[config.mk]
export PLATFORM = sky130hd
export DESIGN_NAME = ievs_cell
export DESIGN_NICKNAME = d
export VERILOG_FILES = /design/src/hw/rtl/idle_entry_victim_select_unit_macros.svh /design/src/hw/rtl/ievs_pkg.sv /design/src/hw/rtl/ievs_cell.sv
export SDC_FILE = /design/constraint.sdc
export NUM_CORES = 1
export LEC_CHECK = 0
export ABC_AREA = 1
export BUFFER_PORTS_ARGS = -buffer_cell sky130_fd_sc_hd__buf_4
export CAP_MARGIN = 10
export CORE_UTILIZATION = 30
export DETAILED_ROUTE_END_ITERATION = 10
export SYNTH_ARGS = -nofsm -noshare
export SYNTH_HDL_FRONTEND = slang
export SYNTH_SLANG_ARGS = --single-unit
[constraint.sdc]
create_clock -name clock -period 5.72 [get_ports clock]
set_input_delay 1.144 -clock clock [delete_from_list [all_inputs] [get_ports clock]]
set_output_delay 1.144 -clock clock [all_outputs]
set_load 0.01 [all_outputs]
[src/hw/rtl/idle_entry_victim_select_unit_macros.svh]
`ifndef IDLE_ENTRY_VICTIM_SELECT_UNIT_MACROS_SVH
`define IDLE_ENTRY_VICTIM_SELECT_UNIT_MACROS_SVH

// same-cycle implication
`define IEVS_ASSERT_IMP(label, clk, rst, ante, cons, msg) \
   label: assert property (@(posedge clk) disable iff (rst) (ante) |-> (cons)) \
      else $error(msg);

// next-cycle implication
`define IEVS_ASSERT_NEXT(label, clk, rst, ante, cons, msg) \
   label: assert property (@(posedge clk) disable iff (rst) (ante) |=> (cons)) \
      else $error(msg);

`endif

[src/hw/rtl/ievs_pkg.sv]
package ievs_pkg;

   localparam int KIND_BITS     = 2;
   localparam int SLOT_BITS     = 6;
   localparam int OWNER_ID_BITS = 16;
   localparam int STAMP_BITS    = 32;
   localparam int CFG_BITS      = 16;
   localparam int FULL_BITS     = 7;
   localparam int CSR_IDX_BITS  = 2;
   localparam int REQ_DATA_BITS = 88;
   localparam int RSP_DATA_BITS = 8;

   localparam logic [KIND_BITS-1:0] KIND_WRITE = 2'd0;
   localparam logic [KIND_BITS-1:0] KIND_CLEAR = 2'd1;
   localparam logic [KIND_BITS-1:0] KIND_QUERY = 2'd2;

   localparam logic [CSR_IDX_BITS-1:0] CSR_PENALTY    = 2'd0;
   localparam logic [CSR_IDX_BITS-1:0] CSR_MIN_AGE    = 2'd1;
   localparam logic [CSR_IDX_BITS-1:0] CSR_FULL_COUNT = 2'd2;

   localparam logic [CFG_BITS-1:0]  PENALTY_RESET    = 16'd5000;
   localparam logic [CFG_BITS-1:0]  MIN_AGE_RESET    = 16'd500;
   localparam logic [FULL_BITS-1:0] FULL_COUNT_RESET = 7'd32;

   // entry update broadcast to every cell
   typedef struct packed {
      logic                 write;
      logic                 clear;
      logic [SLOT_BITS-1:0] slot;
      logic                 busy;
      logic                 played;
   } upd_type;

   // control part of the search token
   typedef struct packed {
      logic valid;
      logic have;
   } tok_type;

endpackage

[src/hw/rtl/ievs_cell.sv]
module ievs_cell #(
   parameter int OWNER_BITS = 16,
   parameter int TIME_BITS  = 32,
   parameter int IDX_BITS   = 6,
   parameter int CELL_INDEX = 0
) (
   input  logic                  clock,
   input  logic                  reset,
   input  ievs_pkg::upd_type     upd,
   input  logic [OWNER_BITS-1:0] wr_owner,
   input  logic [TIME_BITS-1:0]  wr_time,
   input  logic [TIME_BITS-1:0]  penalty,
   input  logic                  advance,
   input  ievs_pkg::tok_type     up_tok,
   input  logic [OWNER_BITS-1:0] up_owner,
   input  logic [TIME_BITS-1:0]  up_now,
   input  logic [TIME_BITS-1:0]  up_age,
   input  logic [IDX_BITS-1:0]   up_idx,
   output ievs_pkg::tok_type     dn_tok,
   output logic [OWNER_BITS-1:0] dn_owner,
   output logic [TIME_BITS-1:0]  dn_now,
   output logic [TIME_BITS-1:0]  dn_age,
   output logic [IDX_BITS-1:0]   dn_idx,
   output logic                  entry_valid
);
   import ievs_pkg::*;

   logic                  valid_ff, valid_in;
   logic [OWNER_BITS-1:0] owner_ff;
   logic                  busy_ff;
   logic                  played_ff;
   logic [TIME_BITS-1:0]  loaded_ff;

   tok_type               tok_ff, tok_in;
   logic [OWNER_BITS-1:0] tok_owner_ff;
   logic [TIME_BITS-1:0]  tok_now_ff;
   logic [TIME_BITS-1:0]  tok_age_ff, tok_age_in;
   logic [IDX_BITS-1:0]   tok_idx_ff, tok_idx_in;

   logic                  sel;
   logic                  hit;
   logic                  take;
   logic [TIME_BITS-1:0]  age;

   assign sel = (32'(upd.slot) == CELL_INDEX);
   assign hit = valid_ff && !busy_ff && (owner_ff == up_owner);
   assign age = up_now - loaded_ff - (played_ff ? '0 : penalty);
   assign take = up_tok.valid && hit &&
                 (!up_tok.have || ($signed(up_age) < $signed(age)));

   always_comb begin
      valid_in = valid_ff;
      if (upd.write && sel) begin
         valid_in = 1'b1;
      end else if (upd.clear && sel) begin
         valid_in = 1'b0;
      end
      tok_in     = up_tok;
      tok_age_in = up_age;
      tok_idx_in = up_idx;
      if (take) begin
         tok_in.have = 1'b1;
         tok_age_in  = age;
         tok_idx_in  = IDX_BITS'(CELL_INDEX);
      end
   end

   always_ff @(posedge clock) begin
      if (reset) begin
         valid_ff <= 1'b0;
      end else begin
         valid_ff <= valid_in;
      end
   end

   always_ff @(posedge clock) begin
      if (upd.write && sel) begin
         owner_ff  <= wr_owner;
         busy_ff   <= upd.busy;
         played_ff <= upd.played;
         loaded_ff <= wr_time;
      end
   end

   always_ff @(posedge clock) begin
      if (reset) begin
         tok_ff <= '0;
      end else if (advance) begin
         tok_ff <= tok_in;
      end
   end

   always_ff @(posedge clock) begin
      if (advance) begin
         tok_owner_ff <= up_owner;
         tok_now_ff   <= up_now;
         tok_age_ff   <= tok_age_in;
         tok_idx_ff   <= tok_idx_in;
      end
   end

   assign dn_tok      = tok_ff;
   assign dn_owner    = tok_owner_ff;
   assign dn_now      = tok_now_ff;
   assign dn_age      = tok_age_ff;
   assign dn_idx      = tok_idx_ff;
   assign entry_valid = valid_ff;

endmodule

==> results of run 1 <==
-- metrics by stage --
step	setup WS, ps	hold slack (ps)	area [um^2]	util [%]	power, uW
2_1_floorplan	1120	477	8600	-	1660
3_3_place_gp	182	452	11100	39.5	1990
3_5_place_dp	73.3	455	11100	39.5	2000
4_1_cts	484	470	11600	41.6	3110
5_1_grt	20.1	493	11600	41.6	3250
6_report	527	467	11600	41.6	3070
-- worst register-to-register path, stage by stage (launching register included) --
cell and delay [ps]:
edfxtp_1 380, inv_1 60, buf_4 330, nand2_1 150, fa_1 480, ha_1 390
a21oi_1 230, a21boi_0 410, nor2_1 80, nor2_1 140, nand3_1 100, xor2_1 250
inv_1 70, ha_1 300, a21oi_1 140, nor2_1 60, a211oi_1 190, o21ai_0 130
a21oi_1 180, nand3_1 140, nand3_4 170, nand2_4 230, inv_1 250, nor2_1 60
-- where the power goes --
part | switching, uW | internal, uW | total, uW
combinational | 444 | 336 | 780
clock | 438 | 656 | 1090
sequential | 14.8 | 1180 | 1190
total | 897 | 2170 | 3070
-- cells by family (layout without fill, tap and decap cells) --
kind of cell,Yosys count,count (layout)
flip-flops,139,139
XOR/XNOR,31,31
buffers and inverters,155,449
AND/OR/NAND/NOR,358,358
adder cells (fa/ha/maj),95,95
other,0,1
AO/OA/AOI/OAI,109,109
-- flip-flops by register name (all words and copies together), names as in the netlist --
| name | cells |
|---|---|
| dn_owner | 16 |
| busy_ff | 1 |
| dn_tok | 2 |
| dn_now | 32 |
| loaded_ff | 32 |
| dn_idx | 6 |
| played_ff | 1 |
| entry_valid | 1 |
| dn_age | 32 |
| owner_ff | 16 |
-- cells in the final DEF, fill, tap and decap left out, drive strengths merged, types with 9 or more instances in the layout --
| cell type | synthesis | final |
|---|---|---|
| clkinv | 0 | 9 |
| nor2 | 54 | 54 |
| clkbuf | 5 | 19 |
| buf | 7 | 274 |
| fa | 31 | 31 |
| edfxtp | 136 | 136 |
| o21ai | 29 | 29 |
| xor2 | 27 | 27 |
| a21oi | 47 | 47 |
| nand2 | 216 | 216 |
| ha | 64 | 64 |
| nand3 | 63 | 63 |
| inv | 143 | 144 |
-- path summary, 6_finish.rpt --
| kind | endpoint | slack (ps) | depth (start not counted) |
|---|---|---|---|
| hold / removal | dn_tok[1] | 470 | 2 |
| setup / recovery | dn_idx[4] | 530 | 26 |
| setup reg to reg | dn_idx[4] | 540 | 23 |
| hold reg to reg | dn_tok[1] | 470 | 2 |
-- area by class of cell --
class	count	area (um^2)	share of cell area (%)
diodes	1	2.50	0.0215
clock buffers	19	443	3.80
clock inverters	13	144	1.24
inverters	143	537	4.61
multi-input cells	593	3840	33.0
flip-flops and latches	139	4140	35.6
well taps	378	473	4.06
repair buffers	274	2060	17.7
-- routing by layer --
metal,track usage [%],vias up
met5,0,-
met4,5.67,0
met3,3.73,16
met2,27.4,186
met1,21.0,3161
li1,-,3520
==> run summary, run 1 <==
# IOs - 270
CTS resizes - 0
Tightest Pin Transition - 936 ps
Nets - 1444
Fin crit period - 5190 ps
Relative slew slack - 37.6%
Cell with the most instances after synthesis - nand2_1
Kind of cell adding the most delay to the critical path - simple AND/OR/NAND/NOR gates
Fillers - 2784
I/O Buffers - 269
Share of cells above drive strength 1 - 26.8%
Hold_buf cts - 0
Post-synth top area share - 47.5%
Setup bufs post-CTS - 0
Final non-filler cell total - 1560
Vias in the first global route - 6875
Unrepaired setup endpoints after global routing - false
Crit path top cell by count - nand2_1
Crit path kind - input port to flop
Asr flop ratio synth - 0%
Worst min path class - flop to flop
Compound-Gate Fraction of Synth Area - 7.40%
Post-synth top flop - edfxtp_1
Final HPWL DP - 19500 um
Fmax - 0.193 GHz
Inst Count DP - 1527
Cell Rows - 61
Pwr/cell area - 263 mW/mm^2
Post-synthesis register bit count - 139
Worst VDD drop - 0.146 mV
CTS tree - built
Global route total overflow - 0
Initial cell density of the core - 30.7%
Remaining DRCs - 0
Post-synthesis mux area share - 0%
Max FO, Critical Path - 33
Synth area leaders - edfxtp_1 (47%), ha_1 (9.3%), nand2_1 (9.2%), fa_1 (7.2%), inv_1 (6.2%)
Die ar. - 0.0294 mm^2
Global-route usage over all layers - 16.5%
Final period util - 90.8%
Clock root cell - clkbuf_16
Final Skew - 10.6 ps
First-pass GRT wire length - 36100 um
Clock Sink Count - 139
Setup crit start - penalty[1]
Via-to-Cell Ratio - 4.41
M1 wire length - 10400 um
Syn avg cell area - 9.70 um^2
Routability Congestion - 0.859
FF-to-FF Start - played_ff
Initial antenna violation count - 1
Final Hold Vio Count - 0
Final slew viol count - 0
Die X - 171 um
CTS clock-pin slew for the worst setup and hold paths - 60 ps
Post-Synth XOR/XNOR Area - 3.16%
Largest net degree at the start of global routing - 68
Detailed Route Iter0 Violations - 290
Synth top cells by count - nand2_1 (212), inv_1 (142), edfxtp_1 (136), ha_1 (64), nand3_1 (62)
ANT nets after route - 0
Die Y - 171 um
Final count of negative-setup-slack endpoints - 0
Synth Area in Simple Gates - 17.6%
Final WL - 23600 um
Synth Cell Area - 0.00860 mm^2
Pleak - 0.00542 uW
Top sig layer - met4
Synth area leader - edfxtp_1
Worst path slowest cell - fa_1
Synth warn - 0
Crit-path max cell delay - 440 ps
Seq/Total Area, Yosys - 48.2%
Routed WL per cell - 15.1 um
Crit path launch type - input port
1st-pass router iterations - 4
Hold_sp - dn_tok[1]
Status - finished clean
Worst-Skew Late Latency - 420 ps
Worst EP arrival - 5370 ps
Syn nets - 1163
Post-synth EDFFs - 136
Cells after Synth - 887
Met3 wire length - 1310 um
CTS max path bufs - 2
Routed via count - 6883
Critical path buffers and inverters - 4
Data required time at the worst endpoint - 5890 ps
Core area - 0.0280 mm^2
Setup TNS - 0 ps
Num CTS Buffers - 17
Post-Synth Adder-Cell Area - 16.5%
Met2 routed WL - 11600 um
Number of library cell types mapped by synthesis - 44
H-tree depth - 4
Largest family of logic cells by synthesized area - simple AND/OR/NAND/NOR gates
Max-cap violation count - 0
Worst setup EP type - flop
P&R area growth vs syn - 35.3%
No activity file was read; power rests on OpenSTA's default activity.
==> inputs of run 2 (changes only) <==
ABC_AREA = default   (was 1)
CTS_CLUSTER_SIZE = 14   (was default)
clock period = 6.7 ns   (was 5.72 ns; I/O delays follow)
==> run summary, run 2 <==
Setup ws final - 1040 ps (+508 ps)
I/O Buffers - 269 (unchanged)
Die ar. - 0.0288 mm^2 (-1.9%)
Final count of negative-setup-slack endpoints - 0 (unchanged)
H-tree depth - 4 (unchanged)
Largest net degree at the start of global routing - 52 (-24%)
P&R area growth vs syn - 36.1%
Fin crit period - 5660 ps
Global route total overflow - 0 (unchanged)
Worst min path class - flop to flop
Met3 usage in global routing - 4.20% (+0.47 points)
Number of library cell types mapped by synthesis - 61 (+39%)
Setup TNS - 0 ps (unchanged)
Final WL - 23600 um (-0.29%)
Inst Count DP - 1327 (-13%)
Crit path kind - input port to flop
Worst Hold Depth - 2 (unchanged)
Post-synth top flop - edfxtp_1
Data required time at the worst endpoint - 6860 ps (+970 ps)
Seq/Total Area, Yosys - 49.1% (+0.96 points)
Fillers - 2657 (-4.6%)
1st-pass router iterations - 5 (+1)
WHS - 504 ps (+36.9 ps)
Crit-path max cell delay - 420 ps (-20 ps)
Global-route usage over all layers - 16.7% (+0.19 points)
Vias in the first global route - 6396 (-7.0%)
Die X - 170 um (-0.97%)
Cell with the most instances after synthesis - edfxtp_1
Clock share of power - 36.8% (+1.1 points)
Remaining DRCs - 0 (unchanged)
CTS clock-pin slew for the worst setup and hold paths - 70 ps (about the same)
Cells after Synth - 693 (-22%)
Routability Congestion - 0.822 (-4.4%)
Initial antenna violation count - 1 (unchanged)
CTS resizes - 0 (unchanged)
Setup bufs post-CTS - 0 (unchanged)
Routed WL per cell - 17.3 um (+14%)
Internal power - 1840 uW (-15%)
Synth top cells by count - edfxtp_1 (136), inv_1 (84), ha_1 (64), a21oi_1 (42), mux2i_1 (34)
Final period util - 84.5%
Post-synthesis mux area share - 4.03% (+4.0 points)
Pwr/cell area - 230 mW/mm^2 (-13%)
Worst path depth - 20 (-23%)
Relative slew slack - 22.2% (-15 points)
Detailed Route Iter0 Violations - 312 (+7.6%)
Max FO, Critical Path - 38 (+15%)
Kind of cell adding the most delay to the critical path - compound AO/OA/AOI/OAI gates
Routed via count - 6270 (-8.9%)
Clock Sink Count - 139 (unchanged)
Crit path top cell by count - ha_1
Worst-Skew Late Latency - 440 ps (+20 ps)
Synth area leader - edfxtp_1
Core area - 0.0277 mm^2 (-1.1%)
Status - finished clean
Syn avg cell area - 12.2 um^2 (+25%)
Most frequent cells in the layout - buf_4 (273), edfxtp_1 (136), inv_1 (83)
Worst EP arrival - 5830 ps (+460 ps)
Critical path buffers and inverters - 2 (-2)
Post-synth EDFFs - 136 (unchanged)
Share of cells above drive strength 1 - 32.7% (+5.9 points)
Tightest Pin Transition - 1160 ps (+228 ps)
Via-to-Cell Ratio - 4.61 (+4.5%)
Num CTS Buffers - 17 (unchanged)
Post-synthesis register bit count - 139 (unchanged)
First-pass GRT wire length - 35800 um (-1.1%)
R2R cell count - 20 (-13%)
Pleak - 0.00487 uW (-10%)
CTS max path bufs - 2 (unchanged)
Worst VDD drop - 0.109 mV (-25%)
Synth warn - 0 (unchanged)
Post-synth top area share - 48.4% (+0.95 points)
Synth Area in Simple Gates - 9.51% (-8.1 points)
Comb power frac - 24.6% (-0.8 points)
Crit path launch type - input port
Post-Synth Adder-Cell Area - 16.8% (+0.33 points)
Crit-path cells - buf_4, nand2b_1, fa_1, ha_1, nor2b_4, o31a_4, a211oi_4, a2111oi_4, o2111a_1, nor2_1, o21ai_0, ha_1, nand4_1, nor4_2, nand3_1, a211oi_1, o211ai_1, o311a_2, buf_12, mux2i_1
Die Y - 170 um (-0.97%)
Seq pwr share - 38.6% (-0.3 points)
GRT met2 Usage - 27.9% (+0.40 points)
Sw Ratio - 30.2% (+0.98 points)
Compound-Gate Fraction of Synth Area - 11.1% (+3.7 points)
Sw power - 797 uW (-11%)
Synth Cell Area - 0.00844 mm^2 (-2.0%)
GRT busiest layer - met2
Core Util, Final - 41.4% (-0.14 points)
Final non-filler cell total - 1360 (-13%)
Hold_buf cts - 0 (unchanged)
Fmax - 0.177 GHz
Final HPWL DP - 19000 um (-2.5%)
Cell Rows - 61 (unchanged)
Unrepaired setup endpoints after global routing - false
Clock root cell - clkbuf_16
Final Skew - 13.4 ps (+2.79 ps)
Most common cell after layout, fill and taps aside - buf_4
Dpl ws - 593 ps (+520 ps)
Post-Synth XOR/XNOR Area - 4.46% (+1.3 points)
# IOs - 270 (unchanged)
Max-cap violation count - 0 (unchanged)
CTS tree - built
Worst path slowest cell - fa_1
Final slew viol count - 0 (unchanged)
Final Hold Vio Count - 0 (unchanged)
Syn nets - 969 (-17%)
Asr flop ratio synth - 0% (unchanged)
Met1 Use GR - 20.6% (-0.46 points)
Initial cell density of the core - 30.4% (-0.27 points)
Worst setup EP type - flop
ANT nets after route - 0 (unchanged)
Synth area leaders - edfxtp_1 (48%), ha_1 (9.5%), fa_1 (7.4%), mux2i_1 (4.0%), inv_1 (3.7%)
Largest family of logic cells by synthesized area - adder cells
Nets - 1244 (-14%)
==> run 2: changes by cell type in the layout (fill, tap and decap cells not counted), sizes merged, moves of 6 or more <==
cell	previous run	this run
nor2b	0	10
nand3	63	14
inv	144	93
o211ai	2	10
a21o	6	19
nand2b	0	33
xnor2	4	24
mux2i	0	34
nand4	5	12
nor2	54	20
clkinv	9	3
nand2	216	26
xor2	27	19
==> run 2: layout make-up <==
cell class	count	area (um^2)	share of cell area [%]
well taps	378	473	4.12
flip-flops and latches	139	4140	36.1
inverters	84	315	2.75
clock buffers	17	425	3.71
repair buffers	274	2070	18.0
multi-input cells	452	3880	33.8
clock inverters	15	171	1.49
diodes	1	2.50	0.0218
==> run 2: worst paths after layout <==
path | end | from | slack, ps
setup / recovery | dn_age[19] | penalty[2] | 1040
hold / removal | dn_tok[0] | dn_tok[0] | 500
setup reg to reg | dn_age[19] | played_ff | 1050
hold reg to reg | dn_tok[0] | dn_tok[0] | 500
==> run 2: logic make-up after synthesis <==
| kind of cell | Yosys count |
|---|---|
| AND/OR/NAND/NOR | 144 |
| flip-flops | 139 |
| AO/OA/AOI/OAI | 136 |
| buffers and inverters | 102 |
| adder cells (fa/ha/maj) | 95 |
| XOR/XNOR | 43 |
| multiplexers | 34 |
==> run 2: metal layers <==
metal,vias to the layer above,part of all wire (%)
li1,3060,-
met1,2978,42
met2,200,50
met3,32,5.7
met4,0,2.2
met5,-,0
==> run 2: power groups by stage <==
stage / combinational [uW] / clock, uW / sequential [uW]
after global routing: 724 / 1020 / 1020
after CTS: 657 / 995 / 1020
after detailed placement: 653 / 0 / 1040
after global placement: 646 / 0 / 1040
final: 649 / 970 / 1020
after floorplan: 339 / 0 / 1060
==> run 2: worst reg2reg max path, stage by stage, from the launching register on <==
cell and delay [ps]:
edfxtp_1 780, buf_4 320, nand2b_1 140, fa_1 420
ha_1 430, nand3_1 130, nand2_1 70, a221o_1 390
o2bb2ai_1 200, o2111a_1 290, nor2_1 160, o21ai_0 200
ha_1 360, nand4_1 160, nor4_2 380, nand3_1 130
a211oi_1 180, o211ai_1 110, o311a_2 160, buf_12 200
mux2i_1 170
==> run 2: stage by stage <==
stage / power [uW] / area [um^2]
6_report: 2640 / 11500
4_1_cts: 2670 / 11500
2_1_floorplan: 1400 / 8440
3_3_place_gp: 1680 / 10900
3_5_place_dp: 1690 / 10900
5_1_grt: 2770 / 11500
